==> src/rtl/lzd_pkg.sv <==
// ============================================================================
// lzd_pkg: shared types and constants of the LZ10/LZ11 decompressor
// Word layouts of both channels, the decode command and the stream codes.
// ============================================================================
package lzd_pkg;

  localparam int WINDOW_SIZE_DEF = 4096;

  // Field widths fixed by the stream format.
  localparam int SIZE_W = 32;
  localparam int DIST_W = 13;
  localparam int LEN_W  = 17;

  // Header type bytes.
  localparam logic [7:0] TYPE_LZ10 = 8'h10;
  localparam logic [7:0] TYPE_LZ11 = 8'h11;

  // Copy length biases.
  localparam logic [LEN_W-1:0] LZ10_LEN_BIAS   = LEN_W'(3);
  localparam logic [LEN_W-1:0] LZ11_MID_BIAS   = LEN_W'(17);
  localparam logic [LEN_W-1:0] LZ11_LONG_BIAS  = LEN_W'(273);
  localparam logic [LEN_W-1:0] LZ11_SHORT_BIAS = LEN_W'(1);

  // LZ11 token size selectors (high nibble of the first token byte).
  localparam logic [3:0] LZ11_IND_MID  = 4'h0;
  localparam logic [3:0] LZ11_IND_LONG = 4'h1;

  // Status codes.
  localparam logic [1:0] ST_OK       = 2'd0;
  localparam logic [1:0] ST_BAD_TYPE = 2'd1;
  localparam logic [1:0] ST_BAD_REF  = 2'd2;
  localparam logic [1:0] ST_TRUNC    = 2'd3;

  typedef struct packed {
    logic       in_valid;
    logic [7:0] in_byte;
    logic       in_last;
  } in_item_t;

  typedef struct packed {
    logic       consumed;
    logic       out_valid;
    logic [7:0] out_byte;
    logic       out_last;
    logic [1:0] status;
  } out_item_t;

  // Decode result of one word, handed from the parser to the data path.
  typedef struct packed {
    logic       consumed;
    logic       emit;
    logic       from_history;
    logic [7:0] data;
    logic       last;
    logic [1:0] status;
  } cmd_t;

endpackage

==> src/rtl/lzd_parser.sv <==
// ============================================================================
// lzd_parser: header, flag and token parser
// Holds the decode state; turns one word into a command plus history
// addresses. State advances only on an accepted word.
// ============================================================================
module lzd_parser #(
  parameter int WINDOW_SIZE = lzd_pkg::WINDOW_SIZE_DEF
) (
  input  logic                           clk,
  input  logic                           rst,
  input  logic                           advance,
  input  lzd_pkg::in_item_t              item,
  output lzd_pkg::cmd_t                  cmd,
  output logic [$clog2(WINDOW_SIZE)-1:0] rd_addr,
  output logic [$clog2(WINDOW_SIZE)-1:0] wr_addr
);

  import lzd_pkg::*;

  localparam int AW = $clog2(WINDOW_SIZE);
  localparam int PW = $clog2(WINDOW_SIZE + 1);
  localparam int CW = (PW > DIST_W) ? PW : DIST_W;
  localparam logic [PW-1:0] PROD_MAX = PW'(WINDOW_SIZE);
  localparam logic [AW-1:0] WP_LAST  = AW'(WINDOW_SIZE - 1);
  localparam logic [AW:0]   WIN_EXT  = (AW + 1)'(WINDOW_SIZE);

  typedef enum logic [2:0] {
    PH_TYPE, PH_SIZE, PH_EXT, PH_FLAG, PH_BODY, PH_TOKEN, PH_COPY, PH_DRAIN
  } phase_t;

  phase_t              phase, phase_next;
  logic [1:0]          header_index, header_index_next;
  logic                stream_kind, stream_kind_next;
  logic [SIZE_W-1:0]   bytes_left, bytes_left_next;
  logic [7:0]          flag_byte, flag_byte_next;
  logic [2:0]          flag_index, flag_index_next;
  logic [23:0]         token_bytes, token_bytes_next;
  logic [1:0]          token_count, token_count_next;
  logic [LEN_W-1:0]    copy_left, copy_left_next;
  logic [DIST_W-1:0]   copy_distance, copy_distance_next;
  logic [AW-1:0]       write_pointer, write_pointer_next;
  logic [PW-1:0]       produced_count, produced_count_next;
  logic [1:0]          error_code, error_code_next;
  logic                stream_ended, stream_ended_next;

  logic [7:0]          b;
  logic [AW-1:0]       wp_inc;
  logic [PW-1:0]       prod_inc;
  logic [SIZE_W-1:0]   bytes_dec;
  logic [LEN_W-1:0]    copy_dec;
  logic [AW:0]         back;
  logic [1:0]          size_lane;
  logic [SIZE_W-1:0]   size_or;
  logic                flag_bit;
  logic [7:0]          b0, t1, t2;
  logic [3:0]          ind;
  logic [2:0]          need;
  logic [2:0]          count_p1;
  logic                tok_done;
  logic [LEN_W-1:0]    tok_len;
  logic [DIST_W-1:0]   tok_dist;
  logic                ref_bad;
  logic [23:0]         tb_merge;

  assign b         = item.in_byte;
  assign wp_inc    = (write_pointer == WP_LAST) ? '0 : write_pointer + 1'b1;
  assign prod_inc  = (produced_count == PROD_MAX) ? produced_count
                                                  : produced_count + 1'b1;
  assign bytes_dec = bytes_left - 1'b1;
  assign copy_dec  = (copy_left != '0) ? copy_left - 1'b1 : '0;

  // Copy source, wrapped into the window.
  assign back    = {1'b0, write_pointer} - (AW + 1)'(copy_distance);
  assign rd_addr = back[AW] ? AW'(back + WIN_EXT) : back[AW-1:0];
  assign wr_addr = write_pointer;

  // Size bytes are little endian; the base size starts at header_index 1.
  assign size_lane = (phase == PH_SIZE) ? header_index - 2'd1 : header_index;
  assign size_or   = bytes_left | (SIZE_W'(b) << {size_lane, 3'b000});

  assign flag_bit = flag_byte[3'd7 - flag_index];

  // Reference token assembly.
  assign b0       = token_bytes[7:0];
  assign ind      = b0[7:4];
  assign count_p1 = {1'b0, token_count} + 3'd1;
  assign t1       = (token_count >= 2'd2) ? token_bytes[15:8] : b;
  assign t2       = (token_count == 2'd3) ? token_bytes[23:16] : b;
  assign tb_merge = token_bytes | (24'(b) << {token_count, 3'b000});

  always_comb begin
    if (!stream_kind) begin
      need = 3'd2;
    end else if (ind == LZ11_IND_MID) begin
      need = 3'd3;
    end else if (ind == LZ11_IND_LONG) begin
      need = 3'd4;
    end else begin
      need = 3'd2;
    end
  end

  assign tok_done = (count_p1 >= need);

  always_comb begin
    if (!stream_kind) begin
      tok_len  = LEN_W'(b0[7:4]) + LZ10_LEN_BIAS;
      tok_dist = DIST_W'({b0[3:0], t1}) + 1'b1;
    end else if (ind == LZ11_IND_MID) begin
      tok_len  = LEN_W'({b0[3:0], t1[7:4]}) + LZ11_MID_BIAS;
      tok_dist = DIST_W'({t1[3:0], t2}) + 1'b1;
    end else if (ind == LZ11_IND_LONG) begin
      tok_len  = LEN_W'({b0[3:0], t1, t2[7:4]}) + LZ11_LONG_BIAS;
      tok_dist = DIST_W'({t2[3:0], b}) + 1'b1;
    end else begin
      tok_len  = LEN_W'(ind) + LZ11_SHORT_BIAS;
      tok_dist = DIST_W'({b0[3:0], t1}) + 1'b1;
    end
  end

  assign ref_bad = CW'(tok_dist) > CW'(produced_count);

  always_comb begin
    phase_next          = phase;
    header_index_next   = header_index;
    stream_kind_next    = stream_kind;
    bytes_left_next     = bytes_left;
    flag_byte_next      = flag_byte;
    flag_index_next     = flag_index;
    token_bytes_next    = token_bytes;
    token_count_next    = token_count;
    copy_left_next      = copy_left;
    copy_distance_next  = copy_distance;
    write_pointer_next  = write_pointer;
    produced_count_next = produced_count;
    error_code_next     = error_code;
    stream_ended_next   = stream_ended;
    cmd                 = '0;

    if (phase == PH_COPY) begin
      // Copy has priority; the offered word stays untaken.
      cmd.emit            = 1'b1;
      cmd.from_history    = 1'b1;
      write_pointer_next  = wp_inc;
      produced_count_next = prod_inc;
      copy_left_next      = copy_dec;
      bytes_left_next     = bytes_dec;
      if (bytes_dec == '0) begin
        cmd.last          = 1'b1;
        phase_next        = stream_ended ? PH_TYPE : PH_DRAIN;
        stream_ended_next = 1'b0;
      end else if (copy_dec == '0) begin
        if (flag_index == 3'd7) begin
          flag_index_next = '0;
          phase_next      = PH_FLAG;
        end else begin
          flag_index_next = flag_index + 1'b1;
          phase_next      = PH_BODY;
        end
        if (stream_ended) begin
          error_code_next   = ST_TRUNC;
          phase_next        = PH_TYPE;
          stream_ended_next = 1'b0;
        end
      end
    end else if (item.in_valid) begin
      cmd.consumed = 1'b1;
      unique case (phase)
        PH_TYPE: begin
          error_code_next     = ST_OK;
          produced_count_next = '0;
          write_pointer_next  = '0;
          if (b == TYPE_LZ10 || b == TYPE_LZ11) begin
            stream_kind_next  = b[0];
            bytes_left_next   = '0;
            header_index_next = 2'd1;
            phase_next        = PH_SIZE;
          end else begin
            error_code_next = ST_BAD_TYPE;
            phase_next      = PH_DRAIN;
          end
        end
        PH_SIZE: begin
          bytes_left_next = size_or;
          if (header_index == 2'd3) begin
            header_index_next = '0;
            flag_index_next   = '0;
            phase_next        = (size_or == '0) ? PH_EXT : PH_FLAG;
          end else begin
            header_index_next = header_index + 1'b1;
          end
        end
        PH_EXT: begin
          bytes_left_next = size_or;
          if (header_index == 2'd3) begin
            header_index_next = '0;
            flag_index_next   = '0;
            phase_next        = (size_or == '0) ? PH_DRAIN : PH_FLAG;
          end else begin
            header_index_next = header_index + 1'b1;
          end
        end
        PH_FLAG: begin
          flag_byte_next  = b;
          flag_index_next = '0;
          phase_next      = PH_BODY;
        end
        PH_BODY: begin
          if (!flag_bit) begin
            cmd.emit            = 1'b1;
            cmd.data            = b;
            write_pointer_next  = wp_inc;
            produced_count_next = prod_inc;
            bytes_left_next     = bytes_dec;
            if (bytes_dec == '0) begin
              cmd.last   = 1'b1;
              phase_next = PH_DRAIN;
            end else if (flag_index == 3'd7) begin
              flag_index_next = '0;
              phase_next      = PH_FLAG;
            end else begin
              flag_index_next = flag_index + 1'b1;
              phase_next      = PH_BODY;
            end
          end else begin
            token_bytes_next = 24'(b);
            token_count_next = 2'd1;
            phase_next       = PH_TOKEN;
          end
        end
        PH_TOKEN: begin
          if (tok_done) begin
            token_count_next = '0;
            if (ref_bad) begin
              error_code_next = ST_BAD_REF;
              phase_next      = PH_DRAIN;
            end else begin
              copy_left_next     = tok_len;
              copy_distance_next = tok_dist;
              phase_next         = PH_COPY;
            end
          end else begin
            token_bytes_next = tb_merge;
            token_count_next = token_count + 1'b1;
          end
        end
        default: begin
          // Drain: words are taken and dropped.
        end
      endcase

      if (item.in_last) begin
        if (phase_next == PH_COPY) begin
          stream_ended_next = 1'b1;
        end else begin
          if (phase_next != PH_DRAIN) begin
            error_code_next = ST_TRUNC;
          end
          phase_next = PH_TYPE;
        end
      end
    end

    cmd.status = error_code_next;
  end

  always_ff @(posedge clk) begin
    if (rst) begin
      phase          <= PH_TYPE;
      header_index   <= '0;
      stream_kind    <= 1'b0;
      bytes_left     <= '0;
      flag_byte      <= '0;
      flag_index     <= '0;
      token_bytes    <= '0;
      token_count    <= '0;
      copy_left      <= '0;
      copy_distance  <= '0;
      write_pointer  <= '0;
      produced_count <= '0;
      error_code     <= ST_OK;
      stream_ended   <= 1'b0;
    end else if (advance) begin
      phase          <= phase_next;
      header_index   <= header_index_next;
      stream_kind    <= stream_kind_next;
      bytes_left     <= bytes_left_next;
      flag_byte      <= flag_byte_next;
      flag_index     <= flag_index_next;
      token_bytes    <= token_bytes_next;
      token_count    <= token_count_next;
      copy_left      <= copy_left_next;
      copy_distance  <= copy_distance_next;
      write_pointer  <= write_pointer_next;
      produced_count <= produced_count_next;
      error_code     <= error_code_next;
      stream_ended   <= stream_ended_next;
    end
  end

endmodule

==> config.mk <==
export PLATFORM = sky130hd
export DESIGN_NAME = lzd_parser
export DESIGN_NICKNAME = d
export VERILOG_FILES = /design/src/rtl/lzd_pkg.sv /design/src/rtl/lzd_parser.sv
export SDC_FILE = /design/constraint.sdc
export NUM_CORES = 1
export LEC_CHECK = 0
export ABC_AREA = 1
export BUFFER_PORTS_ARGS = -buffer_cell sky130_fd_sc_hd__buf_2
export CORE_MARGIN = 2
export CORE_UTILIZATION = 53
export CTS_BUF_LIST = sky130_fd_sc_hd__clkbuf_16
export DETAILED_ROUTE_END_ITERATION = 10
export HOLD_SLACK_MARGIN = 0.15
export PLACE_DENSITY = 0.81
export SYNTH_ARGS = -nofsm -noshare
export SYNTH_HDL_FRONTEND = slang
export SYNTH_SLANG_ARGS = --single-unit
==> constraint.sdc <==
create_clock -name clk -period 4.4 [get_ports clk]
set_input_delay 0.44 -clock clk [delete_from_list [all_inputs] [get_ports clk]]
set_output_delay 0.44 -clock clk [all_outputs]
set_load 0.01 [all_outputs]
Word level (Yosys, flattened, before mapping)

Index checks and enable logic that the tools add are counted.
W data, S select, Z words.

Input bits: 13
Word-level logic and storage cells: 205
Register bits: 133
Output and inout bits: 38

Shift operators: 2
Magnitude comparators: 4
Equality and inequality tests: 27
Multiplexer cells: 105
Reductions and logical operators: 30
Bitwise logic cells: 4
Add/sub/neg operators: 19

Operators by type and width:

| kind                    | count |
|---|---|
| $mux W17                | 9 |
| $mux W32                | 4 |
| $pmux W32 S3            | 1 |
| $mux W13                | 7 |
| $mux W3                 | 29 |
| $logic_not A32 Y1       | 2 |
| $mux W12                | 5 |
| $mux W24                | 2 |
| $pmux W24 S2            | 1 |
| $add A12 B1 Y13 const B | 3 |
| $mux W2                 | 16 |
| $or A32 B32 Y32         | 1 |
| $shl A8 B5 Y32          | 1 |
| $sub A32 B1 Y32 const B | 1 |
| $reduce_and A5 Y1       | 6 |
| $mux W9                 | 3 |
| $pmux W13 S2            | 1 |
| $add A12 B1 Y12 const B | 2 |
| $mux W8                 | 3 |
| $or A24 B24 Y24         | 1 |
| $pmux W12 S2            | 1 |
| $shl A8 B5 Y24          | 1 |
| $pmux W3 S6             | 1 |
| $add A16 B9 Y17 const B | 1 |
| 45 further kinds        | 89 |

Longest topological paths before layout

Gate-level depths: netlist of the first run.

Depth in word-level cells: 18
Gate-level depth with buffers: 34
Mapped depth without buffers: 33

Worst setup path before layout of the first run

No wires, ideal clock.

Path kind: reg2reg
Start: register token_count[0]
End: register copy_left[15]
Buffers on the path: 2
Arrival time: 3.907 ns
Setup slack: 0.383 ns
Period minus slack after synthesis: 4.017 ns
Data required time: 4.290 ns
Stages on the path, launching flop included: 31
Setup time: 0.110 ns
Path through: dfxtp_1 > inv_2 > ha_1 > nor2_8 > buf_6 > nand2_2 > o21ai_2 > inv_2 > nor2_4 > inv_2 > nor2_4 > inv_4 > nor2_1 > nand2_1 > xor2_1 > nor2_1 > o211ai_1 > o21ai_2 > ha_1 > nand4_1 > nor3_1 > nand4_1 > nand2_1 > inv_1 > nor3_2 > nor2_1 > inv_2 > buf_2 > nand3_1 > nand3_1 > inv_1

Elaborated cells between the ends (all ways): 25
Classes of those cells: 5 x add/sub; 3 x order compare; 2 x eq/ne; 13 x mux; 2 x reduce/logical

RTL lines:

| element                                             | RTL line                                                | text |
|---|---|---|
| from (decl)                                         | lzd_parser.sv:38                                        | `logic [1:0] token_count, token_count_next;` |
| from (signal assigned)                              | lzd_parser.sv:291                                       | `token_count <= token_count_next;` |
| $ge A2 B2 Y1 / $eq A2 B2 Y1 (equally long branches) | lzd_parser.sv:87, lzd_parser.sv:88                      |  |
| $mux W8 (on tied branches)                          | lzd_parser.sv:87, lzd_parser.sv:88                      |  |
| $add A12 B1 Y13 (on tied branches)                  | lzd_parser.sv:108, lzd_parser.sv:117, lzd_parser.sv:114 |  |
| $mux W13                                            | lzd_parser.sv:112                                       | `end else if (ind == LZ11_IND_LONG) begin` |
| $mux W13                                            | lzd_parser.sv:109                                       | `end else if (ind == LZ11_IND_MID) begin` |
| $mux W13 *                                          | lzd_parser.sv:106                                       | `if (!stream_kind) begin` |
| net tok_dist[9]                                     | lzd_parser.sv:61                                        | `logic [DIST_W-1:0] tok_dist;` |
| $gt A13 B13 Y1 *                                    | lzd_parser.sv:121                                       | `assign ref_bad = CW'(tok_dist) > CW'(produced_count);` |
| $ne A2 B1 Y1 (no line) *                            | -                                                       |  |
| $reduce_and A5 Y1 (no line) *                       | -                                                       |  |
| to (signal assigned)                                | lzd_parser.sv:292                                       | `copy_left <= copy_left_next;` |
| to (decl)                                           | lzd_parser.sv:39                                        | `logic [LEN_W-1:0] copy_left, copy_left_next;` |

The timed path passes the listed nets; every way through them passes the cells marked *. The select of a mux whose other input is x is not followed.
A chain may end at the register's enable or synchronous reset.

==> impl_summary.md, run 1 <==
Clock network
TritonCTS built the clock tree. The clock passes through at most 2 buffers. The number of hold buffers added after CTS was 0. The later pin in the worst-skew pair is clocked with a latency of 0.44 ns. The H-tree was split into 4 levels. The clock transition time at the flip-flop clock pins of the worst setup and hold paths is around 0.060 ns. TritonCTS created 17 clock buffers. The tree built by TritonCTS fans out to about 130 sinks.

The CTS root buffer is sky130_fd_sc_hd__clkbuf_16.

STA
Adding up every negative setup slack in the final design gives -0.139 ns. Static timing analysis puts the maximum clock frequency at 222 MHz. The transition time at the pin with the least slew margin is 0.870 ns.

In the finished design, the share of the clock period the worst path needs comes to 102%. In this run the tightest slew margin relative to its limit is around two fifths. Setup repair after global routing could not meet its margin everywhere. Counting I/O delays and the setup requirement, the final critical path takes 4.50 ns. The final number of hold-violating endpoints is 0. The final setup skew is 0.0172 ns. Setup slack on the critical path of the routed design comes to -0.103 ns. The final number of max-transition violations was 0. The worst hold slack is 0.326 ns. The final setup violation count is 2.

Floorplan
The die is 148 µm tall. The die is around 150 µm wide. The initial core utilization is 54.1%.

The site row count is 52. The area of the core is between 0.02 and 0.025 mm². The number of primary I/O pins is slightly above 50. The die covers 0.0218 mm².

Yosys
The synthesized design devotes to its leading area cell type 24.1% of total area. Counting distinct cell types in the post-synthesis netlist gives 60. The number of nets handed over by synthesis was 1809. After synthesis, flip-flops and latches occupy 24.1% of the total area. The mean post-synth cell area is 6.28 µm².

Counting flops and latches in the post-synthesis netlist gives around 130. After synthesis, the cell types taking the most area are sky130_fd_sc_hd__dfxtp_1, sky130_fd_sc_hd__nand2_1, sky130_fd_sc_hd__nor2_1. The largest area contributor in the netlist is sky130_fd_sc_hd__dfxtp_1. The Yosys step of the flow raised 0 warnings. In this run the cell area of the synthesized design comes to 0.0110 mm². Counting every instance in the synthesized netlist gives roughly 1700.

Cells and area
The multi-input combinational cells in the finished layout cover a total of 0.00733 mm². The final layout contains 1941 nets. After the flow finishes, the layout carries non-filler instances totaling between 2000 and 2500. Across the whole layout, storage elements account for 0.00265 mm². Compared with the post-synthesis result, the final layout area differs by 19.4%. The final core utilization is 64.7%. The filler cell count is 1840. In the layout the commonest cells are sky130_fd_sc_hd__nand2_1, sky130_fd_sc_hd__nor2_1, sky130_fd_sc_hd__inv_1, sky130_fd_sc_hd__a21oi_1, sky130_fd_sc_hd__dfxtp_1. The layout cell share with drive strength beyond 1 is roughly a fifth.

The final non-filler cell area is 0.0131 mm². 0 antenna diodes ended up in the layout. The library cell used most frequently in the layout, excluding fill and tap cells, is sky130_fd_sc_hd__nand2_1.

Min path
The type of the tightest min-delay check is in -> reg. The startpoint of the tightest hold check path is advance. The endpoint of the worst hold path is error_code[0]$_SDFFE_PP0P_.

The number of cells on the worst hold path is 4.

Routing
The DRC violation total after the first TritonRoute iteration is 1353. The detailed-route wire length is between 30000 and 40000 µm. Detailed routing inserted a total of 12700 vias. Using the TritonRoute via totals, the vias-per-cell ratio works out to 5.87. After detailed routing, the average wire length per cell comes to between 15 and 20 µm. The first detailed-routing pass took 6 iterations. The post-route antenna net violation count is 0.

The DRC violations left is 0.

Critical path
The data required time at the worst endpoint is a little under 4 ns. STA classifies the critical path startpoint as a register. The most numerous cell type found on the critical path is sky130_fd_sc_hd__nand2_1. The top fanout value on the critical path is 7.

Tracing the worst setup path back leads to its startpoint at token_count[0]$_SDFFE_PP0P_. The register-to-register setup slack is 0.23 ns. The capture instance of the worst register-to-register path is copy_distance[10]$_SDFFE_PP0P_. The path depth of the worst reg2reg path is 31. On the worst path, the slowest cell contributes a delay of 0.36 ns.

The kind of end point of the critical path is an output pin. The slowest library cell on the worst path is sky130_fd_sc_hd__dfxtp_4. The kind of critical path is reg -> out. The reg-to-reg critical path startpoint is token_count[0]$_SDFFE_PP0P_.

The arrival time reported for the critical path endpoint is 4.06 ns.

Global routing
The first global-routing pass estimated 60600 µm of wire. The number of global-route vias before repair is 11700. After global routing the overflow that remains totals 0. The initial antenna violation count is 0. Entering global routing, the biggest net connects 44 pins.

In the global route stage, overall resource usage came out at between 30% and 40%.

Power and ir drop
The leakage power of the design is ~5.8 nW. Power comes to roughly 4.4 mW. The maximum VDD drop is roughly 0.28 mV. Dividing total power by cell area gives a power density of 335 mW/mm².

Placement
The half-perimeter wire length of the detailed placement result is 28800 µm. During placement, the flow inserted port buffers numbering 50. The pre-CTS worst setup slack is 0.0453 ns. The placer congestion estimate is 1.01. The placed instances occupy a cell area of between 0.01 and 0.015 mm².

In this run, placement finished with an instance count of 2101.

Outcome
The flow ran to the end, but the final reports show violations. The final reports fail on negative setup slack.

Run
Across the run, the number of max-cap violations was 0.
[power by group]
| part | internal (mW) | switching (mW) |
|---|---|---|
| Combinational | 0.455 | 0.985 |
| Sequential | 1.23 | 0.0535 |
| Clock | 1.06 | 0.603 |
| Total | 2.74 | 1.64 |
[per-layer routing]
layer | global-route usage [%] | share of wire, % | vias up
li1 | - | - | 6129
met1 | 44.1 | 41 | 5771
met2 | 56.9 | 46 | 626
met3 | 7.38 | 8.2 | 141
met4 | 15.8 | 4.8 | 0
met5 | 0 | 0 | -
[worst max path at each step]
stage / endpoint / depth (start not counted)
floorplan: copy_left[15]$_SDFFE_PP0P_ / 30
global placement: cmd[1] / 26
detailed placement: copy_left[6]$_SDFFE_PP0P_ / 25
CTS: cmd[0] / 29
global route: cmd[0] / 29
finish: cmd[0] / 29
[repair_timing]
action	in CTS	in global routing
cloned	2	1
setup endpoints to repair	2	29
buffers inserted	22	3
gates resized for setup	39	33
pin swaps	26	10
[worst max-delay path: cells and delay by family, from the launching register on]
family	cells	cell delay, ns
simple gates	15	1.40
compound gates	4	0.64
buf+inv	7	0.60
fa+ha+maj	2	0.46
flops	1	0.36
xor+xnor	1	0.15
[synth_stat cells, drive strengths merged]
library cell	instances
nand2	355
nor2	254
inv	238
o21ai	155
a21oi	154
dfxtp	132
nand3	97
ha	50
nor3	43
nand4	41
clkbuf	30
buf	28
xor2	27
a221oi	20
a211oi	15
o211ai	14
a31oi	11
o21a	9
o221ai	9
o22ai	9
a22oi	8
xnor2	7
nor4	6
clkinv	4
nand3b	4
and3	3
o21bai	3
o311ai	3
or2	3
nor3b	2
o32ai	2
a21o	1
a32o	1
a32oi	1
a41oi	1
fa	1
mux2	1
o2111ai	1
o221a	1
o31ai	1
[state kept, by name, indices dropped and copies added, names as in the netlist, 2 cells and up]
| register | cells |
|---|---|
| bytes_left | 32 |
| token_bytes | 24 |
| copy_left | 17 |
| produced_count | 13 |
| copy_distance | 12 |
| wr_addr | 12 |
| flag_byte | 8 |
| flag_index | 3 |
| phase | 3 |
| error_code | 2 |
| header_index | 2 |
| token_count | 2 |
[cell type report]
cell class,count,area share (%)
clock buffers,17,3.25
repair inverters,1,0.0574
flip-flops and latches,132,20.3
well taps,270,2.58
inverters,242,7.00
clock inverters,14,1.77
repair buffers,169,9.02
multi-input cells,1314,56.1
[cells by family after synthesis]
logic type	count (synthesis)	share of synthesized area, %
fa+ha+maj	51	5.89
compound gates	419	22.5
buf+inv	300	11.1
xor+xnor	34	2.72
simple gates	808	33.5
flops	132	24.1
mux	1	0.103
(Power assumes the default switching activity.)
==> inputs of run 2 (changes only) <==
--- a/config.mk
+++ b/config.mk
@@ -13,6 +13,7 @@
 export DETAILED_ROUTE_END_ITERATION = 10
 export HOLD_SLACK_MARGIN = 0.15
 export PLACE_DENSITY = 0.81
+export SKIP_CTS_REPAIR_TIMING = 1
 export SYNTH_ARGS = -nofsm -noshare
 export SYNTH_HDL_FRONTEND = slang
 export SYNTH_SLANG_ARGS = --single-unit
==> run 2 against run 1 <==
Compared with the run above: cell area decreased by 1.4%; sequential share of layout area increased by 0.27 points; core utilization decreased by 0.92 points; first-iteration DRC count increased by 2.7%; via count decreased by 0.37%; register-to-register slack got worse by 0.14 ns; critical path depth increased by 1; cell count decreased by 0.65%; critical path type unchanged; the flow still finishes with violations (negative setup slack); total power decreased by 0.30%; non-clock buffer count decreased by 13; critical endpoint unchanged; sequential power about the same; clock-buffer cell count unchanged.
==> impl_summary.md, run 2 (synthesis gave the netlist of run 1 again) <==
Outcome
The flow ran to the end, but the final reports show violations. The checks that failed: negative setup slack.

Cells and area
The library cells used most frequently in the layout, excluding fill and tap cells, are sky130_fd_sc_hd__nand2_1, sky130_fd_sc_hd__nor2_1, sky130_fd_sc_hd__inv_1, sky130_fd_sc_hd__a21oi_1, sky130_fd_sc_hd__dfxtp_1. The top register by number of flip-flops is bytes_left. The register with the most flip-flops in the layout has 32 of them. The number of antenna repair diodes is 0. The post-synthesis to final-layout area growth is 17.7%. Leaving out fill and tap cells, the most frequent cell in the layout is sky130_fd_sc_hd__nand2_1.

Leaving out filler cells and counting taps, the final layout contains 2145. At the end of the flow, the number of nets in the layout was 1927. The largest registers in the layout are bytes_left (32), token_bytes (24), copy_left (17). The finished cells cover 0.0129 mm².

Cells with a size suffix above 1 make up between 10% and 20% of the layout. The layout has 1882 filler cells.

Power and ir drop
The power per cell area is 339 mW/mm². For this design the static power due to leakage is between 5 and 6 nW. IR analysis of the VDD net gives a maximum drop of 0.282 mV. The design draws 4.37 mW.

Placement
The congestion estimate from routability-driven global placement came to between 1 and 1.5. The area of placed instances is 0.0120 mm². During placement, the flow inserted port buffers numbering 50. Summed over all nets, the half-perimeter wirelength after detailed placement is 28800 µm. After detailed placement, the design holds a cell count of 2101.

Global routing
Global routing finished with a remaining overflow of 0. The first global-routing pass estimated 59300 µm of wire. The initial antenna violation count is 0. The number of global-route vias before repair is 11500. The pin count of the biggest net entering global routing is 44. The combined global-route utilization of all metal layers is 34.1%.

Min path
In this run the worst hold path is classified as in -> reg.

Routing
The DRC violations left is 0. The total vias in the final route is approximately 13000. The routed via count divided by cell count is slightly below 6. The post-route antenna net violation count is 0.

The average wire per cell in the routed design is 17.7 µm. The pre-antenna-repair detailed-routing pass consisted of 6 iterations. The DRC violation total after the first TritonRoute iteration is roughly 1400. The detailed-route wire length is 37900 µm.

Clock network
In this run the deepest clock path goes through 2 buffers. For this design, the sink count on the clock tree is 132. The total clock buffers created by CTS is 17. The clock reaches the later pin of the worst-skew pair after ~0.44 ns. The H-tree was split into 4 levels. TritonCTS built the clock tree. The CTS root buffer is sky130_fd_sc_hd__clkbuf_16. After clock tree synthesis, the clock-pin slew on the worst setup and hold paths is ~0.060 ns.

Floorplan
The initial core utilization is 54.1%. The number of primary I/O pins is 51. The site row count is 52. From left edge to right edge, the die measures 148 µm. The full die area is 0.0218 mm².

The height of the chip is 148 µm. The total area inside the core boundary comes to 0.0202 mm².

Critical path
Data on the critical path arrives at its endpoint at 4.18 ns. The slowest library cell on the worst path is sky130_fd_sc_hd__dfxtp_2. The top fanout value on the critical path is 9. At the worst endpoint, the required time is roughly 4.0 ns. The worst register-to-register path has a setup slack of 0.09 ns.

By startpoint and endpoint, the worst setup path is classified as reg -> out. For this run, the slowest stage of the critical path takes around 0.34 ns. The worst setup path is launched from a register. The kind of end point of the critical path is an output pin.

STA
The final number of hold-violating endpoints is 0. The transition time at the pin with the least slew margin is between 0.8 and 0.9 ns. The final cycle utilization of the critical path is 105%. In this run the tightest slew margin relative to its limit is 44.1%.

On the final layout, the worst clock skew is 0.0132 ns. Setup slack on the critical path of the routed design comes to -0.218 ns. The final number of max-transition violations is 0.

The time the final worst path needs with I/O delays and setup is 4.62 ns. Setup repair after global routing could not meet its margin everywhere. The highest clock frequency the design can meet is ~220 MHz. Setup violations remaining at the end of the flow were counted as 2.

Run
The number of max-cap violations is 0.
## run 2: layout make-up
type | count | area [µm²] | area share [%]
timing repair buffer | 156 | 1080 | 8.41
clock inverter | 14 | 231 | 1.79
sequential | 132 | 2650 | 20.5
multi-input combinational | 1313 | 7250 | 56.2
tap | 270 | 338 | 2.62
clock buffer | 17 | 425 | 3.30
inverter | 242 | 913 | 7.08
timing repair inverter | 1 | 7.51 | 0.0582
## run 2: through the flow
step | worst slack [ns] | TNS [ns] | hold slack, ns | util [%]
6_report | -0.218 | -0.353 | 0.327 | 63.7
5_1_grt | -0.475 | -2.58 | 0.360 | 63.7
4_1_cts | -0.421 | -0.820 | 0.319 | 62.3
3_5_place_dp | 0.0453 | 0 | 0.444 | 59.1
3_3_place_gp | 0.107 | 0 | 0.444 | 59.1
2_1_floorplan | 0.383 | 0 | 0.430 | -
## run 2: critical path, delay by kind of cell (launching register included)
kind / cells / cell delay [ns]
XOR/XNOR: 1 / 0.16
AO/OA/AOI/OAI: 4 / 0.64
AND/OR/NAND/NOR: 15 / 1.37
flip-flops: 1 / 0.34
buffers and inverters: 8 / 0.79
adder cells (fa/ha/maj): 2 / 0.43
## run 2: layer usage
metal	track usage [%]	wire [µm]
met5	0	0
met4	14.8	1520
met3	6.67	3020
met2	55.9	17500
met1	43.7	15900
## run 2: final timing paths
kind	start	to	cells past startpoint
setup / recovery	token_count[0]$_SDFFE_PP0P_	cmd[0]	30
hold / removal	advance	error_code[0]$_SDFFE_PP0P_	4
setup reg to reg	token_count[0]$_SDFFE_PP0P_	copy_left[5]$_SDFFE_PP0P_	32
hold reg to reg	token_bytes[17]$_SDFFE_PP0P_	token_bytes[17]$_SDFFE_PP0P_	2
## run 2: report_power, final
part / internal, mW / switching (mW)
logic: 0.447 / 0.978
registers: 1.23 / 0.0536
clock network: 1.06 / 0.604
==> inputs of run 3 (changes only) <==
--- a/config.mk
+++ b/config.mk
@@ -7,13 +7,15 @@
 export LEC_CHECK = 0
 export ABC_AREA = 1
 export BUFFER_PORTS_ARGS = -buffer_cell sky130_fd_sc_hd__buf_2
+export CORE_ASPECT_RATIO = 1.5
 export CORE_MARGIN = 2
 export CORE_UTILIZATION = 53
 export CTS_BUF_LIST = sky130_fd_sc_hd__clkbuf_16
 export DETAILED_ROUTE_END_ITERATION = 10
 export HOLD_SLACK_MARGIN = 0.15
-export PLACE_DENSITY = 0.81
+export PLACE_DENSITY = 0.75
 export SKIP_CTS_REPAIR_TIMING = 1
 export SYNTH_ARGS = -nofsm -noshare
 export SYNTH_HDL_FRONTEND = slang
 export SYNTH_SLANG_ARGS = --single-unit
+export TNS_END_PERCENT = 1
==> run 3 against run 2 <==
Compared with the run above: the run still ends with negative setup slack left; clock-buffer cell count did not move; register-to-register slack improved by 0.05 ns; core utilization fell by 1.2 points; worst hold slack got worse by 0.0071 ns; total power fell by 4.8%; first-iteration DRC count fell by 33%; via count barely moved; maximum frequency fell by 1.6%; largest cell class unchanged; setup slack got worse by 0.073 ns; cell count fell by 0.93%.
==> impl_summary.md, run 3 (synthesis gave the netlist of run 1 again) <==
Floorplan
The x dimension of the die is around 120 µm. The area of the core is 0.0203 mm². The die covers 0.0219 mm². The number of primary I/O pins is 51. The height of the chip is between 150 and 200 µm. In this run the core area contains 64 standard-cell rows. Once the floorplan was initialized, standard cells occupied 53.9% of the core.

STA
Setup repair after global routing could not meet its margin everywhere. The final setup skew is around 0.014 ns. Setup slack on the critical path of the routed design comes to -0.291 ns. Setup violations remaining at the end of the flow were counted as 2. The highest clock frequency the design can meet is approximately 210 MHz. The transition time at the pin with the least slew margin is 0.829 ns. The relative slew slack is about 45%. The final number of max-transition violations is 0. On the final layout, the worst hold slack is 0.320 ns. The final number of hold-violating endpoints is 0.

Dividing the final minimum period by the clock period gives 107%. The smallest clock period supported by the final layout is computed as 4.69 ns.

Min path
The worst hold path belongs to the class in -> reg. The number of cells on the worst hold path is 3. For hold timing, the worst endpoint is token_bytes[13]$_SDFFE_PP0P_. The startpoint identified for the worst hold timing path is item[6].

Power and ir drop
In this run the power spent charging and discharging nets is 1.66 mW. Summed over all cells, the static leakage comes to 5.65 nW. The completed layout was analyzed and its total power is between 4 and 5 mW. The fraction of power consumed by combinational cells is 34.4%. Sequential cells burn 30.9% of the power. The power per cell area is 327 mW/mm².

VDD sags by at most 0.268 mV. The switching part of the total power is about two fifths. The clock network is responsible for about a third of the overall power. The internal cell power is 2.50 mW.

Run
The number of max-cap violations is 0.

Clock network
The maximum clock insertion buffer count is 2. The total clock buffers created by CTS is 17. The number of sinks on the clock net is 132.

The clock transition time at the flip-flop clock pins of the worst setup and hold paths is about 0.06 ns. TritonCTS built the clock tree. The H-tree was split into 4 levels. The tree is rooted in a sky130_fd_sc_hd__clkbuf_16.

The insertion delay of the later-clocked pin in the worst-skew pair is 0.45 ns.

Critical path
The path depth of the worst reg2reg path is 29. The reg-to-reg critical path startpoint is token_count[1]$_SDFFE_PP0P_. The capture instance of the worst register-to-register path is copy_left[11]$_SDFFE_PP0P_. The kind of critical path is reg -> out. The arrival time reported for the critical path endpoint is 4.25 ns. In this run the worst path has a maximum fanout of 11.

The slowest library cell on the worst path is sky130_fd_sc_hd__dfxtp_4. For flop-to-flop paths, the worst setup slack is 0.14 ns. The worst setup path is launched from a register.

STA classifies the critical path endpoint as an output pin. The largest single stage delay on the critical path is 0.39 ns. The data required time at the worst endpoint is 3.96 ns.

Placement
The number of port buffers is 50. Detailed placement ended at an HPWL of 31500 µm. The placer congestion estimate is about 1.1. The area of placed instances is 0.0118 mm².

The instance count after placement with tap cells included is 2078. The pre-CTS worst setup slack is -0.0343 ns.

Cells and area
The filler cells instantiated in the layout total 2021. The largest registers in the layout are bytes_left (32), token_bytes (24), copy_left (17). The number of antenna repair diodes is 0.

The layout cell share with drive strength beyond 1 is 17.2%. The post-synthesis to final-layout area growth is 16.1%. The register with the most flip-flops in the layout has 32 of them.

At the end of the flow, the number of nets in the layout was 1912. The top register by number of flip-flops is bytes_left. The final non-filler cell area is around 0.013 mm². The finished layout holds 2125 standard cells, fillers aside. Leaving out fill and tap cells, the most frequent cell in the layout is sky130_fd_sc_hd__nand2_1.

The library cells used most frequently in the layout, excluding fill and tap cells, are sky130_fd_sc_hd__nand2_1, sky130_fd_sc_hd__nor2_1, sky130_fd_sc_hd__inv_1, sky130_fd_sc_hd__a21oi_1, sky130_fd_sc_hd__dfxtp_1.

Global routing
The pin count of the biggest net entering global routing is 44. The total congestion overflow after global routing is 0. The global-route wire length before repair is 62500 µm. The number of global-route vias before repair is between 10000 and 15000. Global routing used between 30 and 40% of the available tracks across all layers. The initial antenna violation count is 0.

Routing
In this run the remaining antenna-violating nets after routing total 0. The detailed-router iteration count before antenna repair is 6. Summed over all layers, the routed wires come to 40900 µm.

The average wire per cell in the routed design is 19.3 µm. The DRC violation total after the first TritonRoute iteration is 924. In the routed design, unresolved DRC markers number 0. The routed via count divided by cell count is 5.94.

The total vias in the final route is roughly 13000.

Outcome
The checks that failed: negative setup slack. The flow ran to the end, but the final reports show violations.
-- run 3: stage by stage --
| stage | util [%] | TNS, ns |
|---|---|---|
| 2_1_floorplan | - | 0 |
| 3_3_place_gp | 58.2 | 0 |
| 3_5_place_dp | 58.2 | -0.108 |
| 4_1_cts | 61.0 | -1.08 |
| 5_1_grt | 62.5 | -2.18 |
| 6_report | 62.5 | -0.538 |
-- run 3: layer usage --
layer  track usage (%)  vias to the layer above  routed length [µm]
li1                  -                     6088                   -
met1              36.0                     5768               13900
met2              66.8                      539               20600
met3              5.35                      217                2190
met4              32.1                        0                4220
met5                 0                        -                   0
-- run 3: how the worst max path moves through the flow --
stage	startpoint	endpoint	slack (ns)	depth (start not counted)
floorplan	token_count[0]$_SDFFE_PP0P_	copy_left[15]$_SDFFE_PP0P_	0.38	30
global placement	token_count[0]$_SDFFE_PP0P_	cmd[1]	0.10	28
detailed placement	token_count[0]$_SDFFE_PP0P_	copy_left[11]$_SDFFE_PP0P_	-0.03	31
CTS	token_count[0]$_SDFFE_PP0P_	cmd[0]	-0.50	30
global route	token_count[1]$_SDFFE_PP0P_	cmd[0]	-0.50	29
finish	token_count[1]$_SDFFE_PP0P_	cmd[0]	-0.29	28
-- run 3: final cells by class --
| class | count | area (µm²) | share of cell area [%] |
|---|---|---|---|
| tap | 264 | 330 | 2.60 |
| sequential | 132 | 2650 | 20.8 |
| clock inverter | 15 | 158 | 1.24 |
| multi-input combinational | 1314 | 7260 | 57.1 |
| timing repair buffer | 141 | 983 | 7.73 |
| inverter | 242 | 913 | 7.18 |
| clock buffer | 17 | 425 | 3.34 |
-- run 3: worst max-delay path, delay by kind of cell (launching register included) --
kind	cells	cell delay, ns
buffers and inverters	10	1.09
DFF	1	0.39
AOI/OAI and AO/OA	3	0.56
and+or+nand+nor	14	1.41
adders and majority gates	1	0.34
-- run 3: power groups by stage --
stage	clock, mW	sequential (mW)	combinational [mW]
after floorplan	0	1.29	0.991
after global placement	0	1.31	1.37
after detailed placement	0	1.31	1.37
after CTS	1.46	1.28	1.38
after global routing	1.50	1.29	1.56
final	1.45	1.29	1.43
